`src/hw/rtl/tab_expander_macros.svh`:
```
`ifndef TAB_EXPANDER_MACROS_SVH
`define TAB_EXPANDER_MACROS_SVH

// Same-cycle implication, checked on clk with reset masked.
`define TE_ASSERT_NOW(label, ante, cons) \
  label: assert property (@(posedge clk) disable iff (!rst_n) (ante) |-> (cons)) \
    else $error("tab_expander check failed");

// Next-cycle implication, checked on clk with reset masked.
`define TE_ASSERT_NEXT(label, ante, cons) \
  label: assert property (@(posedge clk) disable iff (!rst_n) (ante) |=> (cons)) \
    else $error("tab_expander check failed");

`endif

```
`src/hw/rtl/te_pkg.sv`:
```
`timescale 1ns / 1ps

package te_pkg;

  localparam int unsigned WIDTH_BITS = 7;
  localparam logic [WIDTH_BITS-1:0] WIDTH_CAP = 7'd64;

  localparam logic [7:0] CH_TAB   = 8'd9;
  localparam logic [7:0] CH_NL    = 8'd10;
  localparam logic [7:0] CH_SPACE = 8'd32;

  localparam int unsigned CFG_IDX_BITS  = 3;
  localparam int unsigned CFG_DATA_BITS = 12;

  typedef enum logic [CFG_IDX_BITS-1:0] {
    REG_STOP_COUNT   = 3'd0,
    REG_STOP_WIDTH_A = 3'd1,
    REG_STOP_WIDTH_B = 3'd2,
    REG_STOP_WIDTH_C = 3'd3,
    REG_STOP_WIDTH_D = 3'd4,
    REG_REPEAT_WIDTH = 3'd5,
    REG_START_COLUMN = 3'd6
  } cfg_reg_t;

  // controller -> datapath
  typedef struct packed {
    logic load;      // input transfer: latch byte, pick width
    logic div_step;  // one remainder step of column mod width
    logic out_xfer;  // output transfer: advance column, count down
  } te_cmd_t;

  // datapath -> controller
  typedef struct packed {
    logic is_tab;    // byte on the input port is a tab
    logic need_div;  // tab pads to next multiple (no start column)
    logic div_last;  // final remainder step this cycle
    logic run_last;  // byte in the output register ends its run
  } te_sts_t;

  function automatic logic [WIDTH_BITS-1:0] clamp_width(input logic [WIDTH_BITS-1:0] w);
    logic [WIDTH_BITS-1:0] r;
    if (w == '0) begin
      r = 7'd1;
    end else if (w > WIDTH_CAP) begin
      r = WIDTH_CAP;
    end else begin
      r = w;
    end
    return r;
  endfunction

endpackage

```
`src/hw/rtl/tab_expander.sv`:
```
`timescale 1ns / 1ps

// Channel | Direction | Handshake          | Payload
// in      | input     | in_valid/in_stall   | in_char[7:0]
// out     | output    | out_valid/out_stall | out_char[7:0], out_last_of_run
// cfg     | input     | cfg_we              | cfg_index[2:0], cfg_data[11:0]
//
// One byte is worked on at a time. A plain byte takes the input transfer,
// then one output transfer. A tab with start_column set gives its run of
// 1..64 spaces right after the transfer. A tab that pads to a tab stop
// first runs the column mod width unit, one quotient bit per cycle.
// Reset (rst_n low, synchronous) clears column, list index and the
// registers to their defaults. out_stall holds the current output byte
// and the whole run; in_stall stays high from the input transfer until
// the last byte of its run has been taken.

module tab_expander
  import te_pkg::*;
#(
  parameter int unsigned MAX_STOPS     = 4,
  parameter int unsigned DEFAULT_WIDTH = 8,
  parameter int unsigned COLUMN_BITS   = 12
) (
  input  logic                     clk,
  input  logic                     rst_n,
  input  logic                     in_valid,
  output logic                     in_stall,
  input  logic [7:0]               in_char,
  output logic                     out_valid,
  input  logic                     out_stall,
  output logic [7:0]               out_char,
  output logic                     out_last_of_run,
  input  logic                     cfg_we,
  input  logic [CFG_IDX_BITS-1:0]  cfg_index,
  input  logic [CFG_DATA_BITS-1:0] cfg_data
);

  te_cmd_t cmd;
  te_sts_t sts;

  // Sequencer: accept, optional remainder pass, then the output run.
  te_ctrl u_ctrl (
    .clk       (clk),
    .rst_n     (rst_n),
    .in_valid  (in_valid),
    .in_stall  (in_stall),
    .out_valid (out_valid),
    .out_stall (out_stall),
    .sts       (sts),
    .cmd       (cmd)
  );

  // Registers, column tracking, width pick, mod unit and output register.
  te_dp #(
    .MAX_STOPS     (MAX_STOPS),
    .DEFAULT_WIDTH (DEFAULT_WIDTH),
    .COLUMN_BITS   (COLUMN_BITS)
  ) u_dp (
    .clk             (clk),
    .rst_n           (rst_n),
    .in_char         (in_char),
    .cfg_we          (cfg_we),
    .cfg_index       (cfg_index),
    .cfg_data        (cfg_data),
    .cmd             (cmd),
    .sts             (sts),
    .out_char        (out_char),
    .out_last_of_run (out_last_of_run)
  );

endmodule

```
`src/hw/rtl/te_ctrl.sv`:
```
`timescale 1ns / 1ps

`include "tab_expander_macros.svh"

module te_ctrl
  import te_pkg::*;
(
  input  logic    clk,
  input  logic    rst_n,
  input  logic    in_valid,
  output logic    in_stall,
  output logic    out_valid,
  input  logic    out_stall,
  input  te_sts_t sts,
  output te_cmd_t cmd
);

  typedef enum logic [2:0] {
    S_IDLE = 3'b001,
    S_DIV  = 3'b010,
    S_EMIT = 3'b100
  } state_t;

  state_t state_r, state_nxt;

  always_comb begin
    state_nxt    = state_r;
    cmd          = '0;
    in_stall     = 1'b1;
    out_valid    = 1'b0;
    unique case (state_r)
      S_IDLE: begin
        in_stall = 1'b0;
        if (in_valid) begin
          cmd.load = 1'b1;
          if (sts.is_tab && sts.need_div) begin
            state_nxt = S_DIV;
          end else begin
            state_nxt = S_EMIT;
          end
        end
      end
      S_DIV: begin
        cmd.div_step = 1'b1;
        if (sts.div_last) begin
          state_nxt = S_EMIT;
        end
      end
      S_EMIT: begin
        out_valid    = 1'b1;
        cmd.out_xfer = !out_stall;
        if (!out_stall && sts.run_last) begin
          state_nxt = S_IDLE;
        end
      end
      default: begin
        state_nxt = S_IDLE;
      end
    endcase
  end

  always_ff @(posedge clk) begin
    if (!rst_n) begin
      state_r <= S_IDLE;
    end else begin
      state_r <= state_nxt;
    end
  end

  `TE_ASSERT_NEXT(a_div_to_emit, state_r == S_DIV && sts.div_last, state_r == S_EMIT)
  `TE_ASSERT_NEXT(a_run_end_idle, cmd.out_xfer && sts.run_last, state_r == S_IDLE)
  `TE_ASSERT_NEXT(a_plain_byte_emits, cmd.load && !sts.is_tab, state_r == S_EMIT && out_valid)

endmodule

```
`src/hw/rtl/te_dp.sv`:
```
`timescale 1ns / 1ps

`include "tab_expander_macros.svh"

module te_dp
  import te_pkg::*;
#(
  parameter int unsigned MAX_STOPS     = 4,
  parameter int unsigned DEFAULT_WIDTH = 8,
  parameter int unsigned COLUMN_BITS   = 12
) (
  input  logic                     clk,
  input  logic                     rst_n,
  input  logic [7:0]               in_char,
  input  logic                     cfg_we,
  input  logic [CFG_IDX_BITS-1:0]  cfg_index,
  input  logic [CFG_DATA_BITS-1:0] cfg_data,
  input  te_cmd_t                  cmd,
  output te_sts_t                  sts,
  output logic [7:0]               out_char,
  output logic                     out_last_of_run
);

  localparam logic [2:0] LEN_CAP = 3'((MAX_STOPS < 4) ? MAX_STOPS : 4);
  localparam logic [WIDTH_BITS-1:0] DEF_W =
    WIDTH_BITS'((DEFAULT_WIDTH < 1) ? 1 : ((DEFAULT_WIDTH > 64) ? 64 : DEFAULT_WIDTH));
  localparam int unsigned CMP_BITS = (COLUMN_BITS > CFG_DATA_BITS) ? COLUMN_BITS : CFG_DATA_BITS;
  localparam int unsigned CNT_BITS = $clog2(COLUMN_BITS);
  localparam logic [CNT_BITS-1:0] CNT_LAST = CNT_BITS'(COLUMN_BITS - 1);

  // configuration
  logic [2:0]              stop_count_r;
  logic [WIDTH_BITS-1:0]   stop_w_r [4];
  logic [WIDTH_BITS-1:0]   repeat_w_r;
  logic [CFG_DATA_BITS-1:0] start_col_r;

  always_ff @(posedge clk) begin
    if (!rst_n) begin
      stop_count_r <= '0;
      stop_w_r[0]  <= 7'd8;
      stop_w_r[1]  <= 7'd8;
      stop_w_r[2]  <= 7'd8;
      stop_w_r[3]  <= 7'd8;
      repeat_w_r   <= '0;
      start_col_r  <= '0;
    end else if (cfg_we) begin
      unique case (cfg_reg_t'(cfg_index))
        REG_STOP_COUNT:   stop_count_r <= cfg_data[2:0];
        REG_STOP_WIDTH_A: stop_w_r[0]  <= cfg_data[WIDTH_BITS-1:0];
        REG_STOP_WIDTH_B: stop_w_r[1]  <= cfg_data[WIDTH_BITS-1:0];
        REG_STOP_WIDTH_C: stop_w_r[2]  <= cfg_data[WIDTH_BITS-1:0];
        REG_STOP_WIDTH_D: stop_w_r[3]  <= cfg_data[WIDTH_BITS-1:0];
        REG_REPEAT_WIDTH: repeat_w_r   <= cfg_data[WIDTH_BITS-1:0];
        REG_START_COLUMN: start_col_r  <= cfg_data;
        default: ;
      endcase
    end
  end

  // line state
  logic [COLUMN_BITS-1:0] column_r, column_nxt;
  logic [2:0]             list_idx_r, list_idx_nxt;
  // item state
  logic [7:0]             char_r;
  logic [WIDTH_BITS-1:0]  width_r;
  logic [WIDTH_BITS-1:0]  remain_r, remain_nxt;
  logic [WIDTH_BITS-1:0]  rem_r;
  logic [COLUMN_BITS-1:0] dvd_r;
  logic [CNT_BITS-1:0]    cnt_r;

  logic [2:0]            list_len;
  logic                  in_list;
  logic [WIDTH_BITS-1:0] width_sel;
  logic                  past_start;
  logic [WIDTH_BITS:0]   rem_sh;
  logic [WIDTH_BITS-1:0] rem_step;

  always_comb begin
    list_len = (stop_count_r > LEN_CAP) ? LEN_CAP : stop_count_r;
    in_list  = list_idx_r < list_len;
    if (in_list) begin
      width_sel = clamp_width(stop_w_r[list_idx_r[1:0]]);
    end else if (repeat_w_r != '0) begin
      width_sel = clamp_width(repeat_w_r);
    end else if (list_len != '0) begin
      width_sel = 7'd1;
    end else begin
      width_sel = DEF_W;
    end
    past_start = CMP_BITS'(column_r) >= CMP_BITS'(start_col_r);
  end

  // one restoring step: remainder stays below width, so the difference fits
  always_comb begin
    rem_sh = {rem_r, dvd_r[COLUMN_BITS-1]};
    if (rem_sh >= {1'b0, width_r}) begin
      rem_step = WIDTH_BITS'(rem_sh - {1'b0, width_r});
    end else begin
      rem_step = rem_sh[WIDTH_BITS-1:0];
    end
  end

  always_comb begin
    column_nxt   = column_r;
    list_idx_nxt = list_idx_r;
    remain_nxt   = remain_r;
    if (cmd.load) begin
      if (in_char != CH_TAB) begin
        remain_nxt = 7'd1;
      end else begin
        if (in_list) begin
          list_idx_nxt = list_idx_r + 3'd1;
        end
        if (start_col_r != '0) begin
          remain_nxt = past_start ? width_sel : 7'd1;
        end
      end
    end
    if (cmd.div_step && sts.div_last) begin
      remain_nxt = width_r - rem_step;
    end
    if (cmd.out_xfer) begin
      remain_nxt = remain_r - 7'd1;
      if (char_r == CH_NL) begin
        column_nxt   = '0;
        list_idx_nxt = '0;
      end else if (column_r != '1) begin
        column_nxt = column_r + COLUMN_BITS'(1);
      end
    end
  end

  always_ff @(posedge clk) begin
    if (!rst_n) begin
      column_r   <= '0;
      list_idx_r <= '0;
      remain_r   <= '0;
    end else begin
      column_r   <= column_nxt;
      list_idx_r <= list_idx_nxt;
      remain_r   <= remain_nxt;
    end
  end

  always_ff @(posedge clk) begin
    if (cmd.load) begin
      char_r  <= (in_char == CH_TAB) ? CH_SPACE : in_char;
      width_r <= width_sel;
      rem_r   <= '0;
      dvd_r   <= column_r;
      cnt_r   <= '0;
    end else if (cmd.div_step) begin
      rem_r <= rem_step;
      dvd_r <= {dvd_r[COLUMN_BITS-2:0], 1'b0};
      cnt_r <= cnt_r + CNT_BITS'(1);
    end
  end

  assign sts.is_tab   = in_char == CH_TAB;
  assign sts.need_div = start_col_r == '0;
  assign sts.div_last = cnt_r == CNT_LAST;
  assign sts.run_last = remain_r == 7'd1;

  assign out_char        = char_r;
  assign out_last_of_run = sts.run_last;

  `TE_ASSERT_NEXT(a_run_len_range, cmd.div_step && sts.div_last,
                  remain_r != '0 && remain_r <= WIDTH_CAP)
  `TE_ASSERT_NEXT(a_newline_clears, cmd.out_xfer && char_r == CH_NL,
                  column_r == '0 && list_idx_r == '0)
  `TE_ASSERT_NOW(a_remainder_below_width, cmd.div_step, rem_r < width_r)

endmodule

```
`config.mk`:
```
export PLATFORM = sky130hd
export DESIGN_NAME = tab_expander
export DESIGN_NICKNAME = d
export VERILOG_FILES = /design/src/hw/rtl/te_pkg.sv /design/src/hw/rtl/tab_expander.sv /design/src/hw/rtl/te_ctrl.sv /design/src/hw/rtl/te_dp.sv
export VERILOG_INCLUDE_DIRS = /design/src /design/src/hw/rtl
export SDC_FILE = /design/constraint.sdc
export NUM_CORES = 1
export LEC_CHECK = 0
export ABC_AREA = 1
export BUFFER_PORTS_ARGS = -buffer_cell sky130_fd_sc_hd__buf_4
export CAP_MARGIN = 20
export CORE_UTILIZATION = 50
export CTS_CLUSTER_SIZE = 10
export DETAILED_ROUTE_END_ITERATION = 10
export GPL_TIMING_DRIVEN = 0
export PLACE_DENSITY_LB_ADDON = 0.15
export SYNTH_ARGS = -nofsm -noshare
export SYNTH_HDL_FRONTEND = slang
export SYNTH_HIERARCHICAL = 1
export SYNTH_SLANG_ARGS = --single-unit
```
`constraint.sdc`:
```
create_clock -name clk -period 2.9 [get_ports clk]
set_input_delay 0.58 -clock clk [delete_from_list [all_inputs] [get_ports clk]]
set_output_delay 0.58 -clock clk [all_outputs]
set_load 0.05 [all_outputs]
```
==> load_flow_metrics.sql <==
INSERT INTO impl_metrics (metric_group, metric, value, unit) VALUES
('run_status', 'result_of_the_run', 'complete, but fails checks', ''),
('run_status', 'violations', 'setup timing', ''),
('yosys', 'netlist-cell-type-count', '46', ''),
('clock_tree', 'htreeDepth', '4', ''),
('yosys', 'synth.cell_area', '6117', 'µm²'),
('timing', 'setup_viol', '5', ''),
('layout', 'nNetsFinal', '903', ''),
('routing', 'postRouteWirelength', '15160', 'µm'),
('critical_path', 'crit_chain', 'inv_1 > ha_2 > inv_2 > fa_2 > nand2_2 > nand2_2 > nand2_4 > nand2_4 > nand2_4 > nand2_8 > buf_12 > o21ai_4 > inv_2 > fa_2 > nor2_4 > nand3_2 > nand2_2 > nand2_2 > nand2_1 > nand2_1 > nand3_2 > nand2_2 > nand2_2 > a21oi_2', ''),
('critical_path', 'critPathSlowestCell', 'sky130_fd_sc_hd__edfxtp_1', ''),
('timing', 'report.final.slew_viol_count', '0', ''),
('power', 'power_switching_share', '27.20', '%'),
('yosys', 'post_synth_most_frequent_cells', '136 x sky130_fd_sc_hd__nand2_1, 103 x sky130_fd_sc_hd__inv_1, 87 x sky130_fd_sc_hd__nor2_1', ''),
('clock_tree', 'clkLatencyLatePin', '420', 'ps'),
('global_route', 'global_route_wire_length_before_repair', '24350', 'µm'),
('critical_path', 'ff2ff_setup_slack', '-200', 'ps'),
('timing', 'timing.slew.headroom', '45.89', '%'),
('yosys', 'synth_async_sr_flop_share', '0', '%'),
('clock_tree', 'cts_sinks', '113', ''),
('routing', 'drt-wirelength-per-cell', '15.12', 'µm'),
('timing', 'timing.clock.skew', '6.200', 'ps'),
('clock_tree', 'cts_tree', 'done', ''),
('floorplanning', 'die_width', '112.6', 'µm'),
('yosys', 'synth_top_area_share', '27.00', '%'),
('routing', 'detail_route.vias_per_cell', '5.342', ''),
('timing', 'timing.final.crit_period', '3104', 'ps'),
('critical_path', 'crit_buf_inv', '4', ''),
('routing', 'drt_pre_antenna_iters', '5', ''),
('power', 'power.net_switching', '1334', 'µW'),
('yosys', 'ys_seq_elements', '113', ''),
('critical_path', 'worst_path_most_repeated_cell', 'sky130_fd_sc_hd__nand2_2', ''),
('floorplanning', 'num_rows', '40', ''),
('clock_tree', 'total_clock_buffers_created_by_cts', '17', ''),
('critical_path', 'crit_family', 'simple AND/OR/NAND/NOR gates', ''),
('yosys', 'post-synth-top-area-cell', 'sky130_fd_sc_hd__edfxtp_1', ''),
('yosys', 'synthesis.nets', '825', ''),
('worst_hold_path', 'hold_path_class', 'input pin to flip-flop', ''),
('global_route', 'grt_antenna_before_repair', '0', ''),
('critical_path', 'critical_path_launch_point_type', 'flip-flop', ''),
('floorplanning', 'num_io_pins', '39', ''),
('layout', 'layout.filler_cells', '1021', ''),
('layout', 'synthToLayoutAreaGrowth', '22.09', '%'),
('critical_path', 'path_max_fanout', '3', ''),
('power', 'pwr-share-seq', '38.2', '%'),
('clock_tree', 'cts_root_buf', 'sky130_fd_sc_hd__clkbuf_16', ''),
('timing', 'worst_pin_slew', '811.6', 'ps'),
('floorplanning', 'design.core.area', '11960', 'µm²'),
('power', 'internal_power', '3570', 'µW'),
('layout', 'final_layout_size_suffix_gt1_share', '17.52', '%'),
('global_route', 'globalRouteTotalUtil', '24.80', '%'),
('timing', 'setup_repair_after_global_routing_missed_its_margin', 'true', ''),
('yosys', 'syn_avg_cell_area', '7.996', 'µm²'),
('job', 'max_cap_viol_count', '0', ''),
('global_route', 'pin_count_of_the_biggest_net_entering_global_routing', '21', ''),
('placed_design', 'io_buffers', '38', ''),
('routing', 'drt.antenna.violating_nets', '0', ''),
('power', 'p_per_area', '656.6', 'nW/µm²'),
('yosys', 'synth_enable_flop_cells', '55', ''),
('floorplanning', 'die_height', '112.6', 'µm'),
('critical_path', 'setup.worst_path.end_class', 'flip-flop', ''),
('power', 'power_frac_clock', '44.0', '%'),
('timing', 'final_critical_path_setup_slack', '-204.4', 'ps'),
('critical_path', 'crit_path_class', 'flip-flop to flip-flop', ''),
('power', 'leakagePower', '0.003272', 'µW'),
('clock_tree', 'holdBufCountCts', '0', ''),
('yosys', 'post-synth-top-count-cell', 'sky130_fd_sc_hd__nand2_1', ''),
('power', 'power.share.combinational', '17.7', '%'),
('timing', 'max_freq', '322.1', 'MHz'),
('timing', 'final.period_utilization', '107.0', '%'),
('timing', 'final-hold-violation-count', '0', ''),
('yosys', 'yosysWarningCount', '6', '');
==> state kept, by name, indices dropped and copies added (netlist names) <==
signal / flops
u_dp/stop_w_r: 28
u_dp/column_r: 12
u_dp/dvd_r: 12
u_dp/start_col_r: 12
u_dp/out_char: 8
u_dp/rem_r: 7
u_dp/remain_r: 7
u_dp/repeat_w_r: 7
u_dp/width_r: 7
u_dp/cnt_r: 4
u_ctrl/state_r: 3
u_dp/list_idx_r: 3
u_dp/stop_count_r: 3
==> power by group through the flow <==
| stage | Clock (µW) | Sequential, µW | Combinational, µW |
|---|---|---|---|
| global route | 2250 | 1890 | 958 |
| finish | 2160 | 1880 | 870 |
| floorplan | 0 | 1930 | 501 |
| CTS | 2190 | 1870 | 811 |
| global placement | 0 | 1900 | 730 |
| detailed placement | 0 | 1910 | 750 |
==> metrics by stage <==
stage / worst slack [ps] / setup TNS [ps] / hold WS [ps] / instance area, µm² / power, µW
floorplan: 20.38 / 0 / 444.6 / 6126 / 2432
global placement: -428.9 / -10830 / 458.3 / 6595 / 2631
detailed placement: -295.5 / -843.6 / 475.0 / 6598 / 2655
CTS: -125.9 / -280.3 / 418.5 / 7352 / 4869
global route: -372.3 / -1693 / 424.8 / 7468 / 5093
finish: -204.4 / -644.1 / 428.7 / 7468 / 4903
==> routing by layer <==
metal | GRT usage, % | share of wire [%] | vias up
li1 | - | - | 2707
met1 | 30.06 | 43 | 2478
met2 | 42.30 | 50 | 143
met3 | 5.022 | 5.0 | 30
met4 | 11.73 | 2.1 | 0
met5 | 0 | 0 | -
==> what timing repair did <==
item                       4_1_cts  5_1_grt
setup endpoints to repair        6       22
pin swaps                       17       17
buffers inserted                14        7
gates resized for setup         10       17
==> layout by cell type, fill, tap and decap left out, drive strengths merged <==
cell type,count
o22ai,3
clkinv,8
xnor2,3
or2,5
a211oi,5
a221oi,1
a21oi,61
nand2,150
buf,63
nor3,10
a21boi,2
a21o,1
dfxtp,58
o311ai,1
inv,109
a31oi,3
nor4,7
bufinv,4
nor2,92
ha,30
xor2,5
o21bai,2
nand4,6
o21ai,81
nand3,47
edfxtp,55
clkinvlp,3
o211ai,2
clkbuf,33
fa,2
o22a,4
==> area by class of cell <==
class | instances | area, µm² | share of cell area, %
well taps | 147 | 183.9 | 2.463
repair buffers | 59 | 455.4 | 6.098
flip-flops and latches | 113 | 2813 | 37.66
multi-input cells | 523 | 2897 | 38.78
plain buffers | 17 | 80.08 | 1.072
inverters | 112 | 427.9 | 5.730
clock buffers | 20 | 446.7 | 5.981
clock inverters | 12 | 165.2 | 2.211
==> logic make-up (layout without fill, tap and decap cells) <==
kind of cell | after synthesis | count (layout) | share of synthesized area [%]
buf+inv | 129 | 220 | 8.263
compound gates | 166 | 166 | 14.93
fa+ha+maj | 32 | 32 | 6.791
simple gates | 317 | 317 | 22.89
xor+xnor | 8 | 8 | 1.145
flops | 113 | 113 | 45.98
==> worst paths after layout <==
check / cells past startpoint / endpoint / startpoint
worst max-delay path: 24 / u_dp/remain_r[6] / u_dp/dvd_r[11]
worst min-delay path: 2 / u_ctrl/state_r[0] / rst_n
worst max register to register: 24 / u_dp/remain_r[6] / u_dp/dvd_r[11]
worst min register to register: 2 / u_dp/start_col_r[9] / u_dp/start_col_r[9]
No activity file was read; power rests on OpenSTA's default activity.
